===== src/hdl/assert_macros.svh =====
// assertion helpers for the rtl
`ifndef ASSERT_MACROS_SVH
`define ASSERT_MACROS_SVH

// same-cycle implication, quiet during reset
`define REWB_ASSERT_NOW(lbl, ante, cons, msg) \
	lbl: assert property (@(posedge clk) disable iff (!arst_n) (ante) |-> (cons)) \
		else $error(msg);

// next-cycle implication, quiet during reset
`define REWB_ASSERT_NEXT(lbl, ante, cons, msg) \
	lbl: assert property (@(posedge clk) disable iff (!arst_n) (ante) |=> (cons)) \
		else $error(msg);

`endif


===== src/hdl/rewb_pkg.sv =====
package rewb_pkg;

	// request operation codes
	typedef enum logic [1:0] {
		OP_SAMPLE = 2'd0,
		OP_TICK   = 2'd1,
		OP_FREAD  = 2'd2,
		OP_SREAD  = 2'd3
	} op_t;

	// reported switch state
	typedef enum logic [1:0] {
		SW_RELEASED      = 2'd0,
		SW_JUST_PRESSED  = 2'd1,
		SW_PRESSED       = 2'd2,
		SW_JUST_RELEASED = 2'd3
	} sw_state_t;

	// press/release machine, one-hot
	typedef enum logic [1:0] {
		STG_WAIT_PRESS   = 2'b01,
		STG_WAIT_RELEASE = 2'b10
	} stage_t;

	localparam int unsigned WIN_W = 16;
	localparam int unsigned CNT_W = 32;
	localparam logic [WIN_W-1:0] FILTER_RESET_MS = 16'd250;

	typedef struct packed {
		op_t  operation;
		logic phase_a;
		logic phase_b;
		logic switch_level;
	} item_t;

	typedef struct packed {
		logic signed [CNT_W-1:0] count_delta;
		logic signed [CNT_W-1:0] raw_count;
		logic [1:0]              switch_state;
		logic [CNT_W-1:0]        pressed_ms;
	} result_t;

	// handshake between input register, engine and result register
	typedef struct packed {
		logic valid_s1;
		logic advance;
	} pipe_ctl_t;

endpackage


===== src/hdl/rewb_ifs.sv =====
// request channel
interface rewb_cmd_if;
	logic       valid;
	logic       ready;
	logic [1:0] operation;
	logic       phase_a;
	logic       phase_b;
	logic       switch_level;

	modport source (output valid, operation, phase_a, phase_b, switch_level, input ready);
	modport sink (input valid, operation, phase_a, phase_b, switch_level, output ready);
endinterface

// result channel
interface rewb_rsp_if;
	logic               valid;
	logic               ready;
	logic signed [31:0] count_delta;
	logic signed [31:0] raw_count;
	logic [1:0]         switch_state;
	logic [31:0]        pressed_ms;

	modport source (output valid, count_delta, raw_count, switch_state, pressed_ms, input ready);
	modport sink (input valid, count_delta, raw_count, switch_state, pressed_ms, output ready);
endinterface

// filter window write channel
interface rewb_cfg_if;
	logic        valid;
	logic        ready;
	logic [15:0] data;

	modport source (output valid, data, input ready);
	modport sink (input valid, data, output ready);
endinterface


===== src/hdl/rewb_in_reg.sv =====
module rewb_in_reg
	import rewb_pkg::*;
(
	input  logic         clk,
	input  logic         arst_n,
	rewb_cmd_if.sink     cmd,
	input  logic         advance,
	output logic         valid_s1,
	output item_t        item_s1
);

	logic take;

	// room when empty or when the held request moves on this cycle
	assign cmd.ready = !valid_s1 || advance;
	assign take      = cmd.valid && cmd.ready;

	// occupancy
	always_ff @(posedge clk or negedge arst_n) begin
		if (!arst_n) begin
			valid_s1 <= 1'b0;
		end else if (take) begin
			valid_s1 <= 1'b1;
		end else if (advance) begin
			valid_s1 <= 1'b0;
		end
	end

	// request payload
	always_ff @(posedge clk) begin
		if (take) begin
			item_s1.operation    <= op_t'(cmd.operation);
			item_s1.phase_a      <= cmd.phase_a;
			item_s1.phase_b      <= cmd.phase_b;
			item_s1.switch_level <= cmd.switch_level;
		end
	end

endmodule


===== src/hdl/rewb_engine.sv =====
`include "assert_macros.svh"

module rewb_engine
	import rewb_pkg::*;
(
	input  logic       clk,
	input  logic       arst_n,
	rewb_cfg_if.sink   cfg,
	input  pipe_ctl_t  ctl,
	input  item_t      item_s1,
	output result_t    result
);

	logic [WIN_W-1:0] window_q;
	logic [CNT_W-1:0] pos_q, pos_d;
	logic [CNT_W-1:0] last_q, last_d;
	logic [CNT_W-1:0] stamp_q, stamp_d;
	logic [CNT_W-1:0] now_q, now_d;
	logic [CNT_W-1:0] start_q, start_d;
	logic             prev_a_q, prev_a_d;
	logic             run_q, run_d;
	stage_t           stage_q, stage_d;
	sw_state_t        bstate_q, bstate_d;
	sw_state_t        shown;
	logic [CNT_W-1:0] delta;
	logic [CNT_W-1:0] elapsed;
	logic             win_ok;
	logic             moved;
	logic             fire;

	assign fire      = ctl.valid_s1 && ctl.advance;
	assign cfg.ready = 1'b1;

	// filter window register
	always_ff @(posedge clk or negedge arst_n) begin
		if (!arst_n) begin
			window_q <= FILTER_RESET_MS;
		end else if (cfg.valid) begin
			window_q <= cfg.data;
		end
	end

	// rate limit check for filtered reads
	assign elapsed = now_q - stamp_q;
	assign win_ok  = elapsed >= {{(CNT_W-WIN_W){1'b0}}, window_q};
	assign moved   = pos_q != last_q;

	// next state for the request in the input register
	always_comb begin
		pos_d    = pos_q;
		last_d   = last_q;
		stamp_d  = stamp_q;
		now_d    = now_q;
		start_d  = start_q;
		prev_a_d = prev_a_q;
		run_d    = run_q;
		stage_d  = stage_q;
		bstate_d = bstate_q;
		delta    = '0;
		unique case (item_s1.operation)
			OP_SAMPLE: begin
				// quadrature step on a phase a change
				if (item_s1.phase_a != prev_a_q) begin
					if (item_s1.phase_b != item_s1.phase_a) begin
						pos_d = pos_q + 32'd1;
					end else begin
						pos_d = pos_q - 32'd1;
					end
					prev_a_d = item_s1.phase_a;
				end
				// press/release machine, switch is active low
				unique case (stage_q)
					STG_WAIT_PRESS: begin
						if (!item_s1.switch_level) begin
							bstate_d = SW_JUST_PRESSED;
							stage_d  = STG_WAIT_RELEASE;
						end
					end
					STG_WAIT_RELEASE: begin
						if (!run_q) begin
							run_d   = 1'b1;
							start_d = now_q;
						end
						if (item_s1.switch_level) begin
							bstate_d = SW_JUST_RELEASED;
							run_d    = 1'b0;
							stage_d  = STG_WAIT_PRESS;
						end
					end
					default: begin
						stage_d = STG_WAIT_PRESS;
					end
				endcase
			end
			OP_TICK: begin
				now_d = now_q + 32'd1;
			end
			OP_FREAD: begin
				// accept or drop the pending counts
				if (moved && win_ok) begin
					stamp_d = now_q;
					delta   = pos_q - last_q;
					last_d  = pos_q;
				end else begin
					pos_d = last_q;
				end
			end
			OP_SREAD: begin
				priority if (bstate_q == SW_JUST_RELEASED) begin
					bstate_d = SW_RELEASED;
				end else if (bstate_q == SW_JUST_PRESSED) begin
					bstate_d = SW_PRESSED;
				end
			end
			default: begin
			end
		endcase
		// a switch read reports the state before the edge is cleared
		shown = (item_s1.operation == OP_SREAD) ? bstate_q : bstate_d;
	end

	// result for the result register
	assign result.count_delta  = $signed(delta);
	assign result.raw_count    = $signed(pos_d);
	assign result.switch_state = shown;
	assign result.pressed_ms   = run_d ? (now_d - start_d) : '0;

	// control state
	always_ff @(posedge clk or negedge arst_n) begin
		if (!arst_n) begin
			pos_q    <= '0;
			last_q   <= '0;
			stamp_q  <= '0;
			now_q    <= '0;
			start_q  <= '0;
			prev_a_q <= 1'b0;
			run_q    <= 1'b0;
			stage_q  <= STG_WAIT_PRESS;
			bstate_q <= SW_RELEASED;
		end else if (fire) begin
			pos_q    <= pos_d;
			last_q   <= last_d;
			stamp_q  <= stamp_d;
			now_q    <= now_d;
			start_q  <= start_d;
			prev_a_q <= prev_a_d;
			run_q    <= run_d;
			stage_q  <= stage_d;
			bstate_q <= bstate_d;
		end
	end

	// press timer only runs while waiting for release
	`REWB_ASSERT_NOW(a_timer_stage, run_q, stage_q == STG_WAIT_RELEASE, "timer running outside press")
	// a filtered read always leaves no pending counts
	`REWB_ASSERT_NEXT(a_fread_sync, fire && item_s1.operation == OP_FREAD, pos_q == last_q, "pending counts after filtered read")
	// a tick advances the clock by one
	`REWB_ASSERT_NEXT(a_tick_step, fire && item_s1.operation == OP_TICK, now_q == $past(now_q) + 32'd1, "tick did not advance time")

endmodule


===== src/hdl/rewb_out_reg.sv =====
module rewb_out_reg
	import rewb_pkg::*;
(
	input  logic        clk,
	input  logic        arst_n,
	rewb_rsp_if.source  rsp,
	input  logic        load,
	input  result_t     result,
	output logic        room
);

	logic    valid_q;
	result_t data_q;

	// free when empty or being taken this cycle
	assign room = !valid_q || rsp.ready;

	// occupancy
	always_ff @(posedge clk or negedge arst_n) begin
		if (!arst_n) begin
			valid_q <= 1'b0;
		end else if (load) begin
			valid_q <= 1'b1;
		end else if (rsp.ready) begin
			valid_q <= 1'b0;
		end
	end

	// result payload
	always_ff @(posedge clk) begin
		if (load) begin
			data_q <= result;
		end
	end

	assign rsp.valid        = valid_q;
	assign rsp.count_delta  = data_q.count_delta;
	assign rsp.raw_count    = data_q.raw_count;
	assign rsp.switch_state = data_q.switch_state;
	assign rsp.pressed_ms   = data_q.pressed_ms;

endmodule


===== src/hdl/rotary_encoder_with_button.sv =====
// Rotary knob and push switch interface. Each request (pin sample, millisecond tick,
// filtered count read or switch read) gives exactly one result. A request is taken
// every cycle when the result side keeps up; it passes an input register, one pass
// of state update logic and a result register; its result is offered once it leaves the
// input register. The 32-bit count and time updates in that single pass set the clock
// limit. The filter window register resets to 250 ms and may be written while idle.
module rotary_encoder_with_button
	import rewb_pkg::*;
(
	input  logic        clk,
	input  logic        arst_n,
	rewb_cmd_if.sink    cmd,
	rewb_rsp_if.source  rsp,
	rewb_cfg_if.sink    cfg
);

	pipe_ctl_t ctl;
	item_t     item_s1;
	result_t   result;
	logic      room;

	// held request moves on when the result register has room
	assign ctl.advance = ctl.valid_s1 && room;

	rewb_in_reg u_in_reg (
		.clk      (clk),
		.arst_n   (arst_n),
		.cmd      (cmd),
		.advance  (ctl.advance),
		.valid_s1 (ctl.valid_s1),
		.item_s1  (item_s1)
	);

	rewb_engine u_engine (
		.clk     (clk),
		.arst_n  (arst_n),
		.cfg     (cfg),
		.ctl     (ctl),
		.item_s1 (item_s1),
		.result  (result)
	);

	rewb_out_reg u_out_reg (
		.clk    (clk),
		.arst_n (arst_n),
		.rsp    (rsp),
		.load   (ctl.advance),
		.result (result),
		.room   (room)
	);

endmodule

===== src/flat_wrapper.sv =====
// flat-port wrapper written by rule: the top's interface ports become plain ports
module rotary_encoder_with_button_flat import rewb_pkg::*;
  (clk, arst_n, cmd_valid, cmd_operation, cmd_phase_a, cmd_phase_b, cmd_switch_level, cmd_ready, rsp_valid, rsp_count_delta, rsp_raw_count, rsp_switch_state, rsp_pressed_ms, rsp_ready, cfg_valid, cfg_data, cfg_ready);
  rewb_cmd_if cmd_i ();
  rewb_rsp_if rsp_i ();
  rewb_cfg_if cfg_i ();
  input  logic clk;
  input  logic arst_n;
  input wire logic [$bits(cmd_i.valid)-1:0] cmd_valid;
  input wire logic [$bits(cmd_i.operation)-1:0] cmd_operation;
  input wire logic [$bits(cmd_i.phase_a)-1:0] cmd_phase_a;
  input wire logic [$bits(cmd_i.phase_b)-1:0] cmd_phase_b;
  input wire logic [$bits(cmd_i.switch_level)-1:0] cmd_switch_level;
  output wire logic [$bits(cmd_i.ready)-1:0] cmd_ready;
  output wire logic [$bits(rsp_i.valid)-1:0] rsp_valid;
  output wire logic [$bits(rsp_i.count_delta)-1:0] rsp_count_delta;
  output wire logic [$bits(rsp_i.raw_count)-1:0] rsp_raw_count;
  output wire logic [$bits(rsp_i.switch_state)-1:0] rsp_switch_state;
  output wire logic [$bits(rsp_i.pressed_ms)-1:0] rsp_pressed_ms;
  input wire logic [$bits(rsp_i.ready)-1:0] rsp_ready;
  input wire logic [$bits(cfg_i.valid)-1:0] cfg_valid;
  input wire logic [$bits(cfg_i.data)-1:0] cfg_data;
  output wire logic [$bits(cfg_i.ready)-1:0] cfg_ready;
  assign cmd_i.valid = cmd_valid;
  assign cmd_i.operation = cmd_operation;
  assign cmd_i.phase_a = cmd_phase_a;
  assign cmd_i.phase_b = cmd_phase_b;
  assign cmd_i.switch_level = cmd_switch_level;
  assign cmd_ready = cmd_i.ready;
  assign rsp_valid = rsp_i.valid;
  assign rsp_count_delta = rsp_i.count_delta;
  assign rsp_raw_count = rsp_i.raw_count;
  assign rsp_switch_state = rsp_i.switch_state;
  assign rsp_pressed_ms = rsp_i.pressed_ms;
  assign rsp_i.ready = rsp_ready;
  assign cfg_i.valid = cfg_valid;
  assign cfg_i.data = cfg_data;
  assign cfg_ready = cfg_i.ready;
  rotary_encoder_with_button u_core (.clk(clk), .arst_n(arst_n), .cmd(cmd_i), .rsp(rsp_i), .cfg(cfg_i));
endmodule

===== config.mk =====
export PLATFORM = sky130hd
export DESIGN_NAME = rotary_encoder_with_button_flat
export DESIGN_NICKNAME = d
export VERILOG_FILES = /design/src/hdl/rewb_pkg.sv /design/src/hdl/rewb_ifs.sv /design/src/hdl/rewb_in_reg.sv /design/src/hdl/rewb_engine.sv /design/src/hdl/rewb_out_reg.sv /design/src/hdl/rotary_encoder_with_button.sv /design/src/flat_wrapper.sv
export VERILOG_INCLUDE_DIRS = /design/src /design/src/hdl
export SDC_FILE = /design/constraint.sdc
export NUM_CORES = 1
export LEC_CHECK = 0
export BUFFER_PORTS_ARGS = -buffer_cell sky130_fd_sc_hd__buf_2
export CELL_PAD_IN_SITES_DETAIL_PLACEMENT = 2
export CELL_PAD_IN_SITES_GLOBAL_PLACEMENT = 2
export CORE_ASPECT_RATIO = 1.5
export CORE_MARGIN = 5
export CORE_UTILIZATION = 43
export CTS_BUF_LIST = sky130_fd_sc_hd__clkbuf_8
export CTS_CLUSTER_DIAMETER = 200
export DETAILED_ROUTE_END_ITERATION = 10
export PLACE_DENSITY_LB_ADDON = 0.1
export SLEW_MARGIN = 20
export SYNTH_ARGS = -nofsm -noshare
export SYNTH_HDL_FRONTEND = slang
export SYNTH_HIERARCHICAL = 1
export SYNTH_SLANG_ARGS = --single-unit

===== constraint.sdc =====
create_clock -name clk -period 8.3 [get_ports clk]
set_clock_uncertainty 0.05 [all_clocks]
set_input_delay 0.415 -clock clk [delete_from_list [all_inputs] [get_ports clk]]
set_output_delay 0.415 -clock clk [all_outputs]
set_load 0.01 [all_outputs]

# Word level (Yosys, flattened, before mapping)
# Cells that the tools add are included.
totals:
  out_inout_bits: 101
  register_bits: 287
  inputBits: 26
  elab_cells: 80
classes:
  magnitude_cmp: 1
  n_eq_ne: 12
  n_mux: 25
  n_addsub: 6
  reduce_logical: 16
ops:
  columns: ["op", "count"]
  rows:
  - ["2-to-1 mux 32 bit", 7]
  - ["subtractor 32 bit", 3]
  - ["adder 32 x 1 -> 32 bit (second input constant)", 2]
  - ["case mux 32 bit (2 select lines)", 1]
  - [">= comparator 32 x 16 -> 1 bit", 1]
  - ["inequality test 32 bit", 1]
  - ["subtractor 32 x 1 -> 32 bit (second input constant)", 1]
  - ["2-to-1 mux 2 bit", 7]
  - ["case mux 2 bit (2 select lines)", 3]
  - ["equality test 2 bit (second input constant)", 4]
  - ["2-to-1 mux 1 bit", 7]
  - ["equality test 2 x 1 -> 1 bit (second input constant)", 3]
  - ["AND reduction 3 bit", 2]
  - ["logical AND 1 bit", 4]
  - ["AND reduction 2 bit", 2]
  - ["AND reduction 4 bit", 1]
  - ["nonzero test 2 bit", 2]
  - ["zero test 1 bit", 2]
  - ["zero test 2 bit", 1]
  - ["logical OR 1 bit", 2]
  - ["inequality test 1 bit", 2]
  - ["inequality test 2 x 1 -> 1 bit (second input constant)", 1]
  - ["inequality test 2 bit (second input constant)", 1]

# Longest topological paths before layout
# Gate-level depths: netlist of run 1.
logic_depth:
  ltp_word: 6
  mapped_depth: 27
  mapped_depth_nobuf: 23

# Hierarchy
# Netlist of run 1, hierarchy kept.
modules_own_cells:
  columns: ["mod", "cells_each", "seq_area_each_um2", "instances", "area_per_inst_um2"]
  rows:
  - ["rewb_engine", 2039, 4563.1, 1, 16050.4]
  - ["rewb_out_reg", 101, 2967.8, 1, 2990.4]
  - ["rewb_in_reg", 9, 175.2, 1, 203.9]
  - ["rotary_encoder_with_button", 1, 0.0, 1, 6.3]

# Least setup slack after synthesis of run 1
# No wires, ideal clock.
synth_path:
  kind: "register -> register"
  startpoint: "register u_core.u_engine.stage_q[0]"
  endpoint: "register u_core.u_out_reg.data_q (netlist bit u_core/u_out_reg/rsp.pressed_ms[30]), data pin"
  n_path_buf: 2
  synth_period_minus_slack_ns: 5.492
  setup_slack_ns: 2.808
  arrival_time_ns: 5.172
  path_stages_with_launch: 23
  setup_time_ns: 0.270
  path_cell_list: "dfstp_2 > inv_1 > ha_1 > inv_1 > or3_1 > clkbuf_1 > buf_1 > nand2_1 > o21ai_0 > ha_1 > inv_1 > fa_1 > a21o_1 > a21oi_1 > o21bai_1 > a2111oi_0 > o31ai_1 > a2111o_1 > a31oi_1 > o21ai_0 > a221oi_1 > or3_1 > a21oi_1"
synth_via:
  elab_chain_cells: 4
  elab_cells_between_ends: 6
  cone_classes: "add/sub: 1; eq/ne: 1; mux: 4"
synth_rtl:
  columns: ["item", "line_no", "rtl"]
  rows:
  - ["from (decl)", "rewb_engine.sv:22", "stage_t stage_q, stage_d;"]
  - ["from (signal assigned)", "rewb_engine.sv:148", "stage_q <= stage_d;"]
  - ["equality test 2 bit", "rewb_engine.sv:72", "unique case (stage_q)"]
  - ["2-to-1 mux 32 bit", "rewb_engine.sv:72", null]
  - ["2-to-1 mux 32 bit", "rewb_engine.sv:60", "unique case (item_s1.operation)"]
  - ["named net u_core.u_engine.start_d[0]", "rewb_engine.sv:19", "logic [CNT_W-1:0] start_q, start_d;"]
  - ["subtractor 32 bit", "rewb_engine.sv:126", "assign result.pressed_ms = run_d ? (now_d - start_d) : '0;"]
  - ["to (signal assigned)", "rewb_out_reg.sv:32", "data_q <= result;"]
  - ["to (decl)", "rewb_out_reg.sv:13", "result_t data_q;"]
# The timed path passes the listed nets, and every way through them passes these cells.
# A chain may end at the register's enable or synchronous reset.

# Worst setup path in the final report of run 1
# Same ends and word-level chain as after synthesis.

==> results of run 1 <==
[Yosys cell counts, drive strengths merged (5+ instances only)]
master,instances,share of area
a211o,5,0.0023
o21bai,12,0.0047
o221ai,5,0.0023
a31oi,16,0.0052
a221o,5,0.0026
a21boi,7,0.0027
or3,10,0.0032
inv,122,0.024
mux2,30,0.018
ha,148,0.096
and3,21,0.0068
a211oi,26,0.010
and4,5,0.0023
nand3,51,0.013
or2,12,0.0039
mux2i,39,0.020
xor2,68,0.031
o31ai,6,0.0023
nand2,303,0.059
nand2b,29,0.010
a21o,55,0.021
and2,11,0.0037
nor2b,16,0.0052
a22oi,14,0.0055
o21a,15,0.0058
edfxtp,103,0.16
o21ai,220,0.057
o211ai,16,0.0062
nor4,8,0.0026
nand4,27,0.0088
nor3,28,0.0073
dfstp,7,0.0096
buf,24,0.0062
xnor2,89,0.040
clkbuf,68,0.013
nor2,159,0.031
o22ai,7,0.0023
dfrtp,177,0.23
a21oi,126,0.033
[repair_timing]
item,CTS,global route
hold buffers,24,0
endpoints found under the hold margin,109,0
setup buffers,0,0
[stage by stage]
stage / utilization / hold WS [ps] / instances / power [mW] / worst slack [ps]
3_3_place_gp: 0.459 / 411 / 2785 / 6.64 / 2010
4_1_cts: 0.489 / 180 / 2901 / 8.48 / 1730
2_1_floorplan: - / 69.4 / 2150 / 5.37 / 2810
5_1_grt: 0.490 / 262 / 2903 / 9.01 / 1360
6_report: 0.490 / 223 / 2903 / 8.43 / 1680
3_5_place_dp: 0.459 / 430 / 2785 / 6.91 / 1750
[registers in the layout, indices dropped and copies added (netlist names)]
register / cells
u_core/u_engine/pos_q: 32
u_core/u_engine/prev_a_q: 1
u_core/u_engine/run_q: 1
u_core/u_engine/now_q: 32
u_core/u_in_reg/item_s1: 5
u_core/u_out_reg/rsp.raw_count: 32
u_core/u_out_reg/rsp.valid: 1
u_core/u_in_reg/valid_s1: 1
u_core/u_engine/stage_q: 2
u_core/u_engine/last_q: 32
u_core/u_engine/start_q: 32
u_core/u_engine/stamp_q: 32
u_core/u_out_reg/rsp.switch_state: 2
u_core/u_out_reg/rsp.count_delta: 32
u_core/u_engine/window_q: 16
u_core/u_out_reg/rsp.pressed_ms: 32
u_core/u_engine/bstate_q: 2
[layer usage]
layer,part of all wire,vias up
met5,0,-
met2,0.55,336
li1,-,7865
met3,0.027,195
met4,0.058,0
met1,0.36,8651
[area by class of cell]
type | count | area, um^2 | area share
multi-input cells | 1647 | 10800 | 0.494
flip-flops and latches | 287 | 7710 | 0.353
repair buffers | 170 | 1050 | 0.0482
clock buffers | 63 | 867 | 0.0397
well taps | 582 | 728 | 0.0334
inverters | 124 | 465 | 0.0213
clock inverters | 29 | 225 | 0.0103
diodes | 1 | 2.50 | 0.000115
[kinds of logic (layout without fill, tap and decap cells)]
group,after synthesis,count (layout),share of synthesized area
and+or+nand+nor,694,694,0.163
AOI/OAI and AO/OA,574,574,0.183
DFF,287,287,0.400
buffers and inverters,216,386,0.0436
xor gates and xnor gates,157,157,0.0714
adders and majority gates,152,152,0.100
muxes,69,69,0.0378
other,1,2,0.000195
[final timing paths]
check / start / end / slack (ps) / depth (start not counted)
min reg2reg: u_core/u_engine/start_q[9] / u_core/u_engine/start_q[9] / 440 / 2
max: u_core/u_engine/stage_q[0] / u_core/u_out_reg/rsp.pressed_ms[30] / 1680 / 20
min in group asynchronous: arst_n / u_core/u_engine/start_q[2] / 390 / 2
max reg2reg: u_core/u_engine/stage_q[0] / u_core/u_out_reg/rsp.pressed_ms[30] / 1680 / 20
max in group asynchronous: arst_n / u_core/u_engine/start_q[31] / 5910 / 4
min: cfg_valid / u_core/u_engine/window_q[4] / 220 / 3
[power breakdown]
group	internal [mW]	switching, mW
logic	1.82	2.86
registers	1.96	0.349
clock network	0.805	0.637
[critical path, cell delays in order, from the launching register on]
cell and delay, ps:
dfstp_2 380, inv_1 90, ha_1 310, inv_1 130
or3_2 680, o21ai_0 410, ha_1 250, inv_1 60
fa_1 410, a21o_1 190, a21oi_1 220, o21bai_1 110
a2111oi_0 810, o31ai_1 220, buf_4 210, a2111o_1 410
a31oi_1 450, o21ai_0 330, a221oi_1 400, or3_1 170
a21oi_1 70
==> flow_summary_export.csv, run 1 <==
group,metric,value,unit
clocking,clkTransAtPathRegs,70,ps
floorplan,rows,95,
sta,tightest_slew,963,ps
global_route,grt_use_total,0.268,
routing,via_per_inst,5.87,
cells_and_area,drive_gt1_frac,0.122,
clocking,root_buffer,"clkbuf_8",
clocking,clock_latency,630,ps
sta,slew_viol_final,0,
routing,drt-wirelength-per-cell,23.2,um
placement,post-dp-hpwl,47900,um
clocking,htree_levels,2,
power_and_ir_drop,p_per_area,386,nW/um^2
global_route,grt-ovfl-total,0,
sta,tns,0,ps
sta,finalCritPeriodShare,0.798,
worst_setup_path,cp.arrival,6920,ps
yosys,synth_area_per_cell,8.95,um^2
sta,max_freq,151,MHz
sta,hold_viol_final,0,
floorplan,initial_utilization,0.432,
worst_setup_path,startpoint_type,"flip-flop",
global_route,antenna_found_initial,1,
global_route,use_met3,0.0266,
yosys,yosys_warnings,6,
yosys,synthCells,2150,
global_route,grt.met2_usage,0.526,
power_and_ir_drop,leakage,10.2,nW
placement,gp_congestion,0.836,
worst_setup_path,required,8590,ps
routing,drc_errors,0,
clocking,cts_buffer_depth,3,
placement,port_buffers,125,
routing,final_antenna_net_count,0,
global_route,grt_pass1_vias,19444,
sta,period_needed,6620,ps
yosys,syn_area,19300,um^2
yosys,ys_ff_latch,287,
worst_setup_path,crit_type,"flip-flop to flip-flop",
placement,place_area,20500,um^2
yosys,yosys.cell_types.count,79,
min_path,hp-class,"primary input to flip-flop",
cells_and_area,nFillCells,4879,
yosys,synth_enable_flop_cells,103,
cells_and_area,final_common_cell,"nand2_1",
global_route,gr-max-usage-layer,"met2",
cells_and_area,final_nets,2457,
floorplan,ios,127,
sta,grt_setup_unrepaired,"false",
power_and_ir_drop,vdd_drop_max,0.257,mV
worst_setup_path,endpoint_kind,"flip-flop",
run_status,status,"finished clean",
floorplan,fp.dieH,269,um
clocking,ctsResizeCount,0,
cells_and_area,fin_area,21800,um^2
sta,slew_headroom,0.356,
yosys,synthFlopType,"dfrtp_1",
cells_and_area,layout_common_cells,"nand2_1 (302), o21ai_0 (193), dfrtp_1 (177)",
worst_setup_path,crit_path_max_fanout,13,
routing,drt_pass1_iterations,6,
global_route,grt_first_pass_wirelength,106000,um
clocking,cts_tree,"built",
run,drv_cap,0,
yosys,seq_area_frac_synth,0.400,
clocking,clkSinkCount,287,
global_route,grt_util_met1,0.273,
yosys,synth_fp_nets,2328,
cells_and_area,area_delta_synth_final,13.4,%
routing,drt_iter0_markers,691,
floorplan,core-area,44600,um^2
routing,routed_wl,67200,um
global_route,grt_start_max_net_pins,94,
floorplan,dieArea,49200,um^2
clocking,cts_buffers,49,
floorplan,chipWidth,183,um
sta,setup_viol_count_final,0,
yosys,async_flop_share,0.641,
routing,num_vias,17047,
No activity file was read; power rests on OpenSTA's default activity.
==> inputs of run 2 (changes only) <==
CORE_UTILIZATION = 36   (was 43)
clock period = 6 ns   (was 8.3 ns; I/O delays follow)
==> run 2 against run 1 <==
Net effect: wire length fell by 0.18%; sequential power grew 37%; clock-buffer cell count unchanged; largest cell class unchanged.
==> flow_summary_export.csv, run 2 (synthesized netlist as in run 1, its figures left out) <==
group,metric,value,unit
run_status,status,"finished clean",
floorplan,ios,127,
sta,slew_headroom,0.304,
worst_setup_path,crit_path_max_fanout,20,
placement,place_area,20900,um^2
clocking,cts_tree,"built",
worst_setup_path,endpoint_kind,"flip-flop",
global_route,grt_start_max_net_pins,133,
floorplan,core-area,52800,um^2
cells_and_area,layout.cells.non_filler,3041,
routing,routed_wl,67100,um
power_and_ir_drop,p_per_area,525,nW/um^2
cells_and_area,final_nets,2494,
clocking,cts_buffers,53,
power_and_ir_drop,leakage,10.4,nW
worst_setup_path,startpoint_type,"flip-flop",
sta,tightest_slew,1040,ps
sta,tns,0,ps
routing,via_per_inst,5.52,
sta,setup_viol_count_final,0,
clocking,clkSinkCount,287,
power_and_ir_drop,p_sw_frac,0.445,
worst_setup_path,critPathSlowestCell,"o41ai_2",
floorplan,dieArea,58300,um^2
global_route,grt_pass1_vias,19153,
power_and_ir_drop,power_frac_seq,0.269,
worst_setup_path,required,6330,ps
cells_and_area,regArea,7710,um^2
floorplan,chipWidth,199,um
cells_and_area,multi_input_area,10800,um^2
global_route,grt_first_pass_wirelength,105000,um
cells_and_area,drive_gt1_frac,0.140,
sta,finalCritPeriodShare,0.952,
worst_setup_path,crit_type,"flip-flop to flip-flop",
sta,max_freq,175,MHz
routing,drt_pass1_iterations,4,
placement,place_inst,2916,
power_and_ir_drop,combPwrFrac,0.551,
global_route,grt-ovfl-total,0,
cells_and_area,area_delta_synth_final,16.2,%
global_route,antenna_found_initial,2,
floorplan,rows,103,
cells_and_area,nFillCells,5922,
sta,slew_viol_final,0,
floorplan,fp.dieH,293,um
routing,drt-wirelength-per-cell,22.1,um
clocking,htree_levels,2,
placement,post-dp-hpwl,49500,um
sta,period_needed,5710,ps
placement,port_buffers,125,
worst_setup_path,timing.reg2reg.setup_slack,290,ps
global_route,grt_use_total,0.228,
routing,final_antenna_net_count,0,
routing,num_vias,16773,
floorplan,initial_utilization,0.364,
cells_and_area,layout_common_cells,"nand2_1 (302), o21ai_0 (190), dfrtp_1 (177)",
worst_setup_path,cp_slowest_stage_delay,570,ps
power_and_ir_drop,vdd_drop_max,0.284,mV
cells_and_area,fin_area,22400,um^2
clocking,clkTransAtPathRegs,60,ps
clocking,clock_latency,660,ps
min_path,hp-class,"primary input to flip-flop",
worst_setup_path,crit_buf_inv,4,
clocking,root_buffer,"clkbuf_8",
cells_and_area,final_common_cell,"nand2_1",
placement,gp_congestion,0.858,
clocking,cts_buffer_depth,3,
power_and_ir_drop,fin_total_pwr,11.7,mW
routing,drt_iter0_markers,500,
worst_setup_path,cp_top_family,"simple AND/OR/NAND/NOR gates",
run,drv_cap,0,
worst_setup_path,path_cells,"inv_1 > ha_1 > o211ai_1 > a21oi_2 > buf_4 > o41ai_2 > nand2_1 > xor2_1 > ha_1 > and3_1 > o2bb2ai_1 > or4_1 > nor4_2 > nand4_1 > or4b_4 > o41ai_4 > buf_4 > buf_12 > mux2_1 > a22oi_1 > nand2_1",
routing,drc_errors,0,
power_and_ir_drop,switchingPower,5.23,mW
worst_setup_path,cp.arrival,6050,ps
power_and_ir_drop,power_frac_clock,0.180,
sta,hold_viol_final,0,
power_and_ir_drop,p_int,6.52,mW
run 2: layout make-up:
type / count / area share
diodes: 1 / 0.000112
clock buffers: 63 / 0.0387
clock inverters: 34 / 0.0136
inverters: 124 / 0.0208
multi-input cells: 1647 / 0.483
flip-flops and latches: 287 / 0.344
well taps: 682 / 0.0381
repair buffers: 203 / 0.0611
run 2: final timing paths:
| path | startpoint | endpoint | cells past startpoint |
|---|---|---|---|
| worst max-delay path | u_core/u_engine/stamp_q[2] | u_core/u_out_reg/rsp.raw_count[19] | 21 |
| worst min-delay path | cfg_valid | u_core/u_engine/window_q[7] | 3 |
| worst max register to register | u_core/u_engine/stamp_q[2] | u_core/u_out_reg/rsp.raw_count[19] | 21 |
| worst min register to register | u_core/u_engine/start_q[0] | u_core/u_engine/start_q[0] | 2 |
| max in group asynchronous | arst_n | u_core/u_engine/stamp_q[30] | 3 |
| min in group asynchronous | arst_n | u_core/u_engine/window_q[0] | 2 |
run 2: worst register-to-register path, stage by stage (launching register included):
cell and delay [ps]:
dfrtp_1 330, inv_1 60, ha_1 360, o211ai_1 220, a21oi_2 70, buf_4 140, o41ai_2 570, nand2_1 180
xor2_1 180, ha_1 290, and3_1 190, o2bb2ai_1 130, or4_1 500, nor4_2 220, nand4_1 120, or4b_4 510
o41ai_4 200, buf_4 210, buf_12 210, mux2_1 400, a22oi_1 260, nand2_1 90
run 2: stage by stage:
| step | setup slack, ps | hold WS, ps | utilization |
|---|---|---|---|
| after detailed placement | -136 | 260 | 0.395 |
| after floorplan | 508 | -45.6 | - |
| final | 288 | 104 | 0.424 |
| after global routing | -14.1 | 115 | 0.424 |
| after CTS | 113 | 70.6 | 0.422 |
| after global placement | 245 | 255 | 0.395 |
run 2: repair_timing:
action                                  CTS  global route
cloned                                    1             0
setup buffers                             1             0
pin swaps                                 1             1
resized for setup                         1            12
endpoints found under the setup margin   34           155
hold buffers                             24             0
hold endpoints to repair                 80             0
run 2: power by group through the flow:
| stage | logic (mW) | registers [mW] | clock network (mW) |
|---|---|---|---|
| floorplan | 4.25 | 3.17 | 0 |
| finish | 6.46 | 3.16 | 2.12 |
| CTS | 6.54 | 3.18 | 2.21 |
| global route | 7.16 | 3.23 | 2.28 |
| global placement | 6.20 | 3.18 | 0 |
| detailed placement | 6.45 | 3.20 | 0 |
run 2: layer usage:
metal  global-route usage  up-vias  routed length [um]
met4               0.0781        2                2300
met1                0.234     8489               24700
met2                0.460      213               38400
met3               0.0312      123                1720
met5                    0        -                  13
li1                     -     7946                   -
